==> config.mk <==
export PLATFORM = sky130hd
export DESIGN_NAME = horspool_substring_search
export DESIGN_NICKNAME = d
export VERILOG_FILES = /design/src/design/hss_pkg.sv /design/src/design/hss_ram.sv /design/src/design/horspool_substring_search.sv
export SDC_FILE = /design/constraint.sdc
export NUM_CORES = 2
export LEC_CHECK = 0
export ABC_AREA = 1
export BUFFER_PORTS_ARGS = -buffer_cell sky130_fd_sc_hd__buf_2
export CORE_ASPECT_RATIO = 0.9
export CORE_MARGIN = 2
export CORE_UTILIZATION = 35
export DETAILED_ROUTE_END_ITERATION = 7
export PLACE_DENSITY = 0.53
export RECOVER_POWER = 50
export SETUP_SLACK_MARGIN = 0.05
export SYNTH_ARGS = -nofsm -noshare
export SYNTH_HDL_FRONTEND = slang
export SYNTH_SLANG_ARGS = --single-unit
==> constraint.sdc <==
create_clock -name clk_i -period 16.9 [get_ports clk_i]
set_input_delay 2.535 -clock clk_i [delete_from_list [all_inputs] [get_ports clk_i]]
set_output_delay 2.535 -clock clk_i [all_outputs]
set_load 0.01 [all_outputs]
==> src/design/hss_pkg.sv <==
// ----------------------------------------------------------------------------
// hss_pkg
// Types and constants shared by the Horspool substring search block.
// ----------------------------------------------------------------------------
package hss_pkg;

  localparam int PposW      = 6;
  localparam int ByteW      = 8;
  localparam int LenRegW    = 7;
  localparam int ShiftW     = 7;
  localparam int MatchPosW  = 32;

  localparam logic ModeLoad = 1'b0;
  localparam logic ModeText = 1'b1;

  typedef struct packed {
    logic              mode;
    logic [PposW-1:0]  pattern_position;
    logic [ByteW-1:0]  data_byte;
    logic              last_byte;
  } in_item_t;

  typedef struct packed {
    logic                 found;
    logic [MatchPosW-1:0] match_position;
  } out_item_t;

endpackage

==> src/design/hss_ram.sv <==
// ----------------------------------------------------------------------------
// hss_ram
// Generic single-clock RAM with one write port and one registered read port.
// ----------------------------------------------------------------------------
module hss_ram #(
  parameter int Width = 8,
  parameter int Depth = 64
) (
  input  logic                     clk_i,
  input  logic                     we_i,
  input  logic [$clog2(Depth)-1:0] waddr_i,
  input  logic [Width-1:0]         wdata_i,
  input  logic                     re_i,
  input  logic [$clog2(Depth)-1:0] raddr_i,
  output logic [Width-1:0]         rdata_o
);

  logic [Width-1:0] mem_q [Depth];
  logic [Width-1:0] rdata_q;

  always_ff @(posedge clk_i) begin
    if (we_i) begin
      mem_q[waddr_i] <= wdata_i;
    end
    if (re_i) begin
      rdata_q <= mem_q[raddr_i];
    end
  end

  assign rdata_o = rdata_q;

endmodule

==> src/design/horspool_substring_search.sv <==
// ----------------------------------------------------------------------------
// horspool_substring_search
// Finds the first occurrence of a loaded pattern in a text byte stream using
// the Boyer-Moore-Horspool bad-character rule.
// ----------------------------------------------------------------------------
// The input channel carries one item per transaction. A load item writes one
// pattern byte and updates the shift table; a text item appends one byte to
// the window ring. The first text item starts a search; the last-marked text
// item ends it with exactly one result transaction on the output channel.
// The pattern length register is written through the configuration channel,
// which is always ready and must only be used while the block is idle.
// A load item is captured in S_IDLE and carried out in S_EXEC, as is a text
// item that ends no alignment; when it does, the alignment check reads the
// pattern RAM and the window RAM one byte pair per cycle from the back and
// stops at the first mismatch. A last item then passes through S_RESULT,
// which moves the result into the output register.
// Reset clears the shift-valid flags, the search state and the output; the
// pattern and window RAMs need no clearing. The output register frees the
// input side: items are taken while a result waits, and only a second result
// waits in its own state until the receiver takes the first.
// ----------------------------------------------------------------------------
module horspool_substring_search #(
  parameter int MaxPattern    = 64,
  parameter int AlphabetSize  = 256,
  parameter int TextIndexBits = 32
) (
  input  logic                       clk_i,
  input  logic                       rst_ni,
  input  logic                       in_valid_i,
  output logic                       in_ready_o,
  input  hss_pkg::in_item_t          in_data_i,
  output logic                       out_valid_o,
  input  logic                       out_ready_i,
  output hss_pkg::out_item_t         out_data_o,
  input  logic                       cfg_valid_i,
  output logic                       cfg_ready_o,
  input  logic [hss_pkg::LenRegW-1:0] cfg_data_i
);

  import hss_pkg::*;

  localparam int AW   = $clog2(MaxPattern);
  localparam int SAW  = $clog2(AlphabetSize);
  localparam int LenW = $clog2(MaxPattern + 1);
  localparam int SW   = (LenW > ShiftW) ? LenW : ShiftW;
  localparam int TIB  = TextIndexBits;
  localparam int CW   = TextIndexBits + 1;

  localparam logic [1:0] S_IDLE   = 2'd0;
  localparam logic [1:0] S_EXEC   = 2'd1;
  localparam logic [1:0] S_CMP    = 2'd2;
  localparam logic [1:0] S_RESULT = 2'd3;

  logic [1:0]              state_q, state_d;
  in_item_t                item_q, item_d;
  logic [LenRegW-1:0]      pattern_length_q, pattern_length_d;
  logic [AlphabetSize-1:0] shift_valid_q, shift_valid_d;
  logic                    search_active_q, search_active_d;
  logic                    match_seen_q, match_seen_d;
  logic [TIB-1:0]          first_match_q, first_match_d;
  logic [TIB-1:0]          text_count_q, text_count_d;
  logic [CW-1:0]           next_check_q, next_check_d;
  logic [AW-1:0]           wptr_q, wptr_d;
  logic [TIB-1:0]          t_q, t_d;
  logic [AW-1:0]           wpos_q, wpos_d;
  logic [AW-1:0]           pidx_q, pidx_d;
  logic [LenW-1:0]         remaining_q, remaining_d;
  logic                    rd_valid_q, rd_valid_d;
  logic                    out_valid_q, out_valid_d;
  out_item_t               out_data_q, out_data_d;

  logic [LenW-1:0]         len;
  logic                    byte_in_alph;
  logic [SAW-1:0]          byte_idx;
  logic [SW-1:0]           shift_val;

  logic                    pat_we, pat_re;
  logic [AW-1:0]           pat_waddr;
  logic [ByteW-1:0]        pat_rdata;
  logic                    win_we, win_re;
  logic [ByteW-1:0]        win_rdata;
  logic                    shift_we, shift_re;
  logic [ShiftW-1:0]       shift_wdata, shift_rdata;

  logic                    act;
  logic [TIB-1:0]          cnt_e, first_e;
  logic                    seen_e;
  logic [CW-1:0]           nchk_e;
  logic [AW-1:0]           wptr_e;
  logic                    finish;

  always_comb begin
    if (pattern_length_q == '0) begin
      len = LenW'(1);
    end else if (int'(pattern_length_q) > MaxPattern) begin
      len = LenW'(MaxPattern);
    end else begin
      len = LenW'(pattern_length_q);
    end
  end

  assign byte_in_alph = int'(item_q.data_byte) < AlphabetSize;
  assign byte_idx     = SAW'(item_q.data_byte);
  assign pat_waddr    = AW'(item_q.pattern_position);
  assign shift_wdata  = pattern_length_q - LenRegW'(item_q.pattern_position) - LenRegW'(1);

  always_comb begin
    if (byte_in_alph && shift_valid_q[byte_idx] && (shift_rdata != '0)) begin
      shift_val = SW'(shift_rdata);
    end else begin
      shift_val = SW'(len);
    end
  end

  assign act     = search_active_q;
  assign cnt_e   = act ? text_count_q : '0;
  assign seen_e  = act ? match_seen_q : 1'b0;
  assign first_e = act ? first_match_q : '0;
  assign nchk_e  = act ? next_check_q : (CW'(len) - CW'(1));
  assign wptr_e  = act ? wptr_q : '0;

  always_comb begin
    state_d          = state_q;
    item_d           = item_q;
    pattern_length_d = pattern_length_q;
    shift_valid_d    = shift_valid_q;
    search_active_d  = search_active_q;
    match_seen_d     = match_seen_q;
    first_match_d    = first_match_q;
    text_count_d     = text_count_q;
    next_check_d     = next_check_q;
    wptr_d           = wptr_q;
    t_d              = t_q;
    wpos_d           = wpos_q;
    pidx_d           = pidx_q;
    remaining_d      = remaining_q;
    rd_valid_d       = 1'b0;
    out_valid_d      = out_valid_q && !out_ready_i;
    out_data_d       = out_data_q;
    pat_we           = 1'b0;
    pat_re           = 1'b0;
    win_we           = 1'b0;
    win_re           = 1'b0;
    shift_we         = 1'b0;
    shift_re         = 1'b0;
    finish           = 1'b0;

    if (cfg_valid_i) begin
      pattern_length_d = cfg_data_i;
    end

    unique case (state_q)
      S_IDLE: begin
        if (in_valid_i) begin
          item_d  = in_data_i;
          state_d = S_EXEC;
        end
      end
      S_EXEC: begin
        if (item_q.mode == ModeLoad) begin
          pat_we = int'(item_q.pattern_position) < MaxPattern;
          if (item_q.pattern_position == '0) begin
            shift_valid_d = '0;
          end
          if (byte_in_alph &&
              (({1'b0, item_q.pattern_position} + LenRegW'(1)) < pattern_length_q)) begin
            shift_we                = 1'b1;
            shift_valid_d[byte_idx] = 1'b1;
          end
          state_d = S_IDLE;
        end else begin
          search_active_d = 1'b1;
          match_seen_d    = seen_e;
          first_match_d   = first_e;
          next_check_d    = nchk_e;
          text_count_d    = cnt_e;
          wptr_d          = wptr_e;
          finish          = 1'b1;
          if (cnt_e != '1) begin
            win_we       = 1'b1;
            text_count_d = cnt_e + TIB'(1);
            wptr_d       = (int'(wptr_e) == MaxPattern - 1) ? '0 : wptr_e + AW'(1);
            t_d          = cnt_e;
            if (!seen_e && ({1'b0, cnt_e} == nchk_e)) begin
              if (({1'b0, cnt_e} + CW'(1)) < CW'(len)) begin
                next_check_d = CW'(len) - CW'(1);
              end else begin
                finish      = 1'b0;
                shift_re    = 1'b1;
                wpos_d      = wptr_e;
                pidx_d      = AW'(len - LenW'(1));
                remaining_d = len;
                state_d     = S_CMP;
              end
            end
          end
        end
      end
      S_CMP: begin
        if (rd_valid_q && (win_rdata != pat_rdata)) begin
          next_check_d = {1'b0, t_q} + CW'(shift_val);
          finish       = 1'b1;
        end else if (rd_valid_q && (remaining_q == '0)) begin
          match_seen_d  = 1'b1;
          first_match_d = t_q - TIB'(len - LenW'(1));
          finish        = 1'b1;
        end else if (remaining_q != '0) begin
          pat_re      = 1'b1;
          win_re      = 1'b1;
          wpos_d      = (wpos_q == '0) ? AW'(MaxPattern - 1) : wpos_q - AW'(1);
          pidx_d      = pidx_q - AW'(1);
          remaining_d = remaining_q - LenW'(1);
          rd_valid_d  = 1'b1;
        end
      end
      S_RESULT: begin
        if (!out_valid_q || out_ready_i) begin
          out_valid_d               = 1'b1;
          out_data_d.found          = match_seen_q;
          out_data_d.match_position = match_seen_q ? MatchPosW'(first_match_q) : '0;
          search_active_d           = 1'b0;
          state_d                   = S_IDLE;
        end
      end
      default: begin
        state_d = S_IDLE;
      end
    endcase

    if (finish) begin
      state_d = item_q.last_byte ? S_RESULT : S_IDLE;
    end
  end

  always_ff @(posedge clk_i or negedge rst_ni) begin
    if (!rst_ni) begin
      state_q          <= S_IDLE;
      pattern_length_q <= LenRegW'(1);
      shift_valid_q    <= '0;
      search_active_q  <= 1'b0;
      match_seen_q     <= 1'b0;
      first_match_q    <= '0;
      text_count_q     <= '0;
      next_check_q     <= '0;
      wptr_q           <= '0;
      remaining_q      <= '0;
      rd_valid_q       <= 1'b0;
      out_valid_q      <= 1'b0;
    end else begin
      state_q          <= state_d;
      pattern_length_q <= pattern_length_d;
      shift_valid_q    <= shift_valid_d;
      search_active_q  <= search_active_d;
      match_seen_q     <= match_seen_d;
      first_match_q    <= first_match_d;
      text_count_q     <= text_count_d;
      next_check_q     <= next_check_d;
      wptr_q           <= wptr_d;
      remaining_q      <= remaining_d;
      rd_valid_q       <= rd_valid_d;
      out_valid_q      <= out_valid_d;
    end
  end

  always_ff @(posedge clk_i) begin
    item_q     <= item_d;
    t_q        <= t_d;
    wpos_q     <= wpos_d;
    pidx_q     <= pidx_d;
    out_data_q <= out_data_d;
  end

  hss_ram #(
    .Width(ByteW),
    .Depth(MaxPattern)
  ) u_pattern_ram (
    .clk_i  (clk_i),
    .we_i   (pat_we),
    .waddr_i(pat_waddr),
    .wdata_i(item_q.data_byte),
    .re_i   (pat_re),
    .raddr_i(pidx_q),
    .rdata_o(pat_rdata)
  );

  hss_ram #(
    .Width(ByteW),
    .Depth(MaxPattern)
  ) u_window_ram (
    .clk_i  (clk_i),
    .we_i   (win_we),
    .waddr_i(wptr_e),
    .wdata_i(item_q.data_byte),
    .re_i   (win_re),
    .raddr_i(wpos_q),
    .rdata_o(win_rdata)
  );

  hss_ram #(
    .Width(ShiftW),
    .Depth(AlphabetSize)
  ) u_shift_ram (
    .clk_i  (clk_i),
    .we_i   (shift_we),
    .waddr_i(byte_idx),
    .wdata_i(shift_wdata),
    .re_i   (shift_re),
    .raddr_i(byte_idx),
    .rdata_o(shift_rdata)
  );

  assign in_ready_o  = (state_q == S_IDLE);
  assign cfg_ready_o = 1'b1;
  assign out_valid_o = out_valid_q;
  assign out_data_o  = out_data_q;

endmodule

==> insert_results.sql <==
INSERT INTO impl_metrics (metric_group, metric, value, unit) VALUES
('clock_tree', 'postCtsResizedCells', '0', ''),
('sta', 'min_period', '12290', 'ps'),
('die', 'rows', '215', ''),
('clock_tree', 'cts_hold_buf', '0', ''),
('setup_path', 'timing.critical_path.slowest_stage_cell', 'clkbuf_1', ''),
('status', 'violations', 'DRC, capacitance limit, slew limit', ''),
('sta', 'finalSetupTns', '0', 'ps'),
('setup_path', 'critical-path-top-cell-by-count', 'clkbuf_1', ''),
('status', 'outcome', 'finished with violations', ''),
('clock_tree', 'postCtsSetupRepairBufs', '0', ''),
('clock_tree', 'cts_sinks', '3311', ''),
('detailed_routing', 'total_number_of_vias', '87301', ''),
('power_and_ir_drop', 'pwr_density_cell', '153', 'nW/um^2'),
('sta', 'timing.max_slew.rel_slack', '-441', '%'),
('sta', 'fin_worst_skew', '59.4', 'ps'),
('yosys', 'synth_cell_types', '67', ''),
('yosys', 'synth_largest_type_area_fraction', '65.8', '%'),
('setup_path', 'worst_ep_arrival_time', '12790', 'ps'),
('die', 'ios', '64', ''),
('grt', 'grt_antenna_before_repair', '18', ''),
('yosys', 'cell_area_after_synthesis', '134000', 'um^2'),
('yosys', 'post_synth_edffs', '2932', ''),
('yosys', 'post_synth.cell_area_avg', '12.9', 'um^2'),
('die', 'area_of_the_core', '381000', 'um^2'),
('detailed_routing', 'drt_drc_violations_left', '4', ''),
('grt', 'globalRoute.totalOverflow', '0', ''),
('min_path', 'hp-class', 'reg2reg', ''),
('clock_tree', 'cts_made_buffers', '340', ''),
('detailed_routing', 'detailedRoute.firstIterationViolations', '9943', ''),
('yosys', 'yosysWarningCount', '0', ''),
('grt', 'grt_pass1_wl', '583000', 'um'),
('sta', 'finalMaxSlewViolations', '3255', ''),
('yosys', 'ys_seq_elements', '3311', ''),
('placed_design', 'count_of_input_and_output_buffers', '62', ''),
('placed_design', 'place.gp.congestion', '0.889', ''),
('finish', 'finish.net_count', '10395', ''),
('setup_path', 'endpoint_kind', 'flip-flop', ''),
('clock_tree', 'cts-root-buf', 'clkbuf_16', ''),
('flow_run', 'count_of_maximum_capacitance_violations', '54', ''),
('detailed_routing', 'drt_pre_antenna_iters', '8', ''),
('yosys', 'post_synth_main_area_contributors', 'edfxtp_1, dfrtp_1, a22oi_1', ''),
('finish', 'layout-drive-gt1-share', '6.75', '%'),
('detailed_routing', 'viasPerCell', '5.57', ''),
('sta', 'smallest_setup_slack_after_layout', '4610', 'ps'),
('sta', 'final-setup-viol-count', '0', ''),
('detailed_routing', 'routed_wirelength', '399000', 'um'),
('die', 'die-height', '591', 'um'),
('detailed_routing', 'antenna_left', '0', ''),
('clock_tree', 'cts_buffer_depth', '4', ''),
('yosys', 'synth_flop_cell', 'edfxtp_1', ''),
('sta', 'worst-slew-pin-transition', '8120', 'ps'),
('grt', 'via_count_of_the_first_global_routing_pass', '84246', ''),
('finish', 'area_growth_syn_to_layout', '12.3', '%'),
('yosys', 'synth.top_cells.by_count', 'edfxtp_1, nand2_1, nor2_1', ''),
('clock_tree', 'number_of_h_tree_levels', '5', ''),
('setup_path', 'crit_path_cell_trace', 'clkbuf_1, nand2_2, buf_4, inv_8, clkbuf_1, nand2_2, clkbuf_1, nor2_1', ''),
('setup_path', 'critical_path.max_fanout', '129', ''),
('setup_path', 'wp_data_required', '17400', 'ps'),
('sta', 'hold_violations', '0', ''),
('setup_path', 'crit_path_start_kind', 'flip-flop', ''),
('die', 'effective_utilization_at_floorplan', '35.1', '%'),
('grt', 'largest_net_degree_at_the_start_of_global_routing', '163', ''),
('grt', 'grt_util_all_layers', '19.9', '%'),
('sta', 'rsz0062_at_grt', 'false', ''),
('sta', 'maxClockFrequency', '81.3', 'MHz'),
('die', 'chipWidth', '656', 'um'),
('yosys', 'syn-instance-count', '10381', ''),
('placed_design', 'dp.final_hpwl', '234000', 'um'),
('yosys', 'synth-async-reset-ratio', '11.4', '%'),
('power_and_ir_drop', 'ir_worst_vdd', '0.000120', 'V'),
('clock_tree', 'clock_latency', '920', 'ps'),
('yosys', 'synth_area_leader_cell', 'edfxtp_1', ''),
('clock_tree', 'worst_setup_hold_path_clk_slew', '60', 'ps'),
('sta', 'finalCritPeriodShare', '72.7', '%'),
('die', 'dieArea', '387000', 'um^2'),
('yosys', 'synth.yosys.seq_area_share', '72.9', '%'),
('placed_design', 'place_ws', '8480', 'ps'),
('yosys', 'post-synth-top-count-cell', 'edfxtp_1', ''),
('power_and_ir_drop', 'leakagePower', '0.0501', 'uW'),
('setup_path', 'criticalPathCategory', 'reg2reg', ''),
('detailed_routing', 'wl_per_cell', '25.5', 'um'),
('clock_tree', 'cts_tree', 'done', ''),
('setup_path', 'cpPeakStageDelay', '4870', 'ps');
cell families (layout without fill, tap and decap cells):
group                    after synthesis  in the layout  synth area share (%)
AO/OA/AOI/OAI                       2949           2949                  14.2
adder cells (fa/ha/maj)               71             71                 0.681
AND/OR/NAND/NOR                     2855           2855                  8.57
other                                  1             31               0.00280
flip-flops                          3311           3311                  72.9
buffers and inverters               1124           1291                  3.23
XOR/XNOR                              70             70                 0.458
where the power goes:
group	internal (uW)	switching [uW]
combinational	1190	4060
clock	4360	3180
sequential	9990	211
total	15500	7450
placed cells by master (no fill, tap or decap), types with 25 or more instances in the layout:
| cell | instances |
|---|---|
| o221ai_1 | 124 |
| inv_1 | 407 |
| a22oi_1 | 985 |
| dfrtp_1 | 378 |
| a21oi_1 | 199 |
| clkbuf_1 | 162 |
| bufinv_16 | 33 |
| ha_1 | 68 |
| o21ai_0 | 983 |
| clkinv_2 | 56 |
| nand4_1 | 101 |
| nand2_1 | 1241 |
| edfxtp_1 | 2932 |
| clkbuf_16 | 347 |
| clkinv_1 | 73 |
| o211ai_1 | 41 |
| conb_1 | 26 |
| xnor2_1 | 25 |
| o22ai_1 | 363 |
| a21boi_0 | 110 |
| nor3_1 | 38 |
| xor2_1 | 43 |
| buf_4 | 124 |
| nor2_1 | 1205 |
| nand3_1 | 198 |
per-layer routing:
layer	vias to the layer above	wire, um	global-route usage (%)
li1	38633	-	-
met1	44380	172000	28.1
met2	3571	185000	31.6
met3	715	29400	3.10
met4	2	12900	5.90
met5	-	13	0
stage by stage:
| step | hold slack [ps] | utilization (%) | instance area (um^2) | cells | total power [uW] |
|---|---|---|---|---|---|
| 2_1_floorplan | 423 | - | 134000 | 10406 | 13400 |
| 3_3_place_gp | 468 | 36.7 | 140000 | 15053 | 15400 |
| 3_5_place_dp | 466 | 36.7 | 140000 | 15053 | 15500 |
| 4_1_cts | 482 | 39.6 | 151000 | 15672 | 23000 |
| 5_1_grt | 498 | 39.5 | 150000 | 15674 | 23900 |
| 6_report | 478 | 39.5 | 150000 | 15677 | 23000 |
registers in the layout, indices dropped and copies added (netlist names), 32 cells and up:
signal	flops
u_window_ram.mem_q	512
out_data_o	33
u_shift_ram.mem_q	1792
text_count_q	32
first_match_q	32
next_check_q	33
u_pattern_ram.mem_q	512
shift_valid_q	256
t_q	32
worst paths after layout:
kind,from,slack (ps),depth (start not counted),end
worst max-delay path,byte_idx[1],4610,8,u_shift_ram.mem_q[159][0]
worst min-delay path,text_count_q[2],480,2,text_count_q[2]
worst max register to register,byte_idx[1],4610,8,u_shift_ram.mem_q[159][0]
worst min register to register,text_count_q[2],480,2,text_count_q[2]
max in group asynchronous,rst_ni,6250,3,first_match_q[29]
min in group asynchronous,rst_ni,4160,1,shift_valid_q[37]
worst max-delay path, delay by kind of cell, from the launching register on:
family,cells,cell delay [ps]
AND/OR/NAND/NOR,3,1220
buffers and inverters,5,9900
flip-flops,1,450
layout make-up:
class	instances	area, um^2
fill	35891	231000
sequential	3311	97500
multi-input combinational	5971	32200
clock buffer	434	9210
tap	5099	6380
clock inverter	185	1810
inverter	429	1640
timing repair buffer	243	1530
antenna	5	12.5
Power figures use the tool's default switching activity.
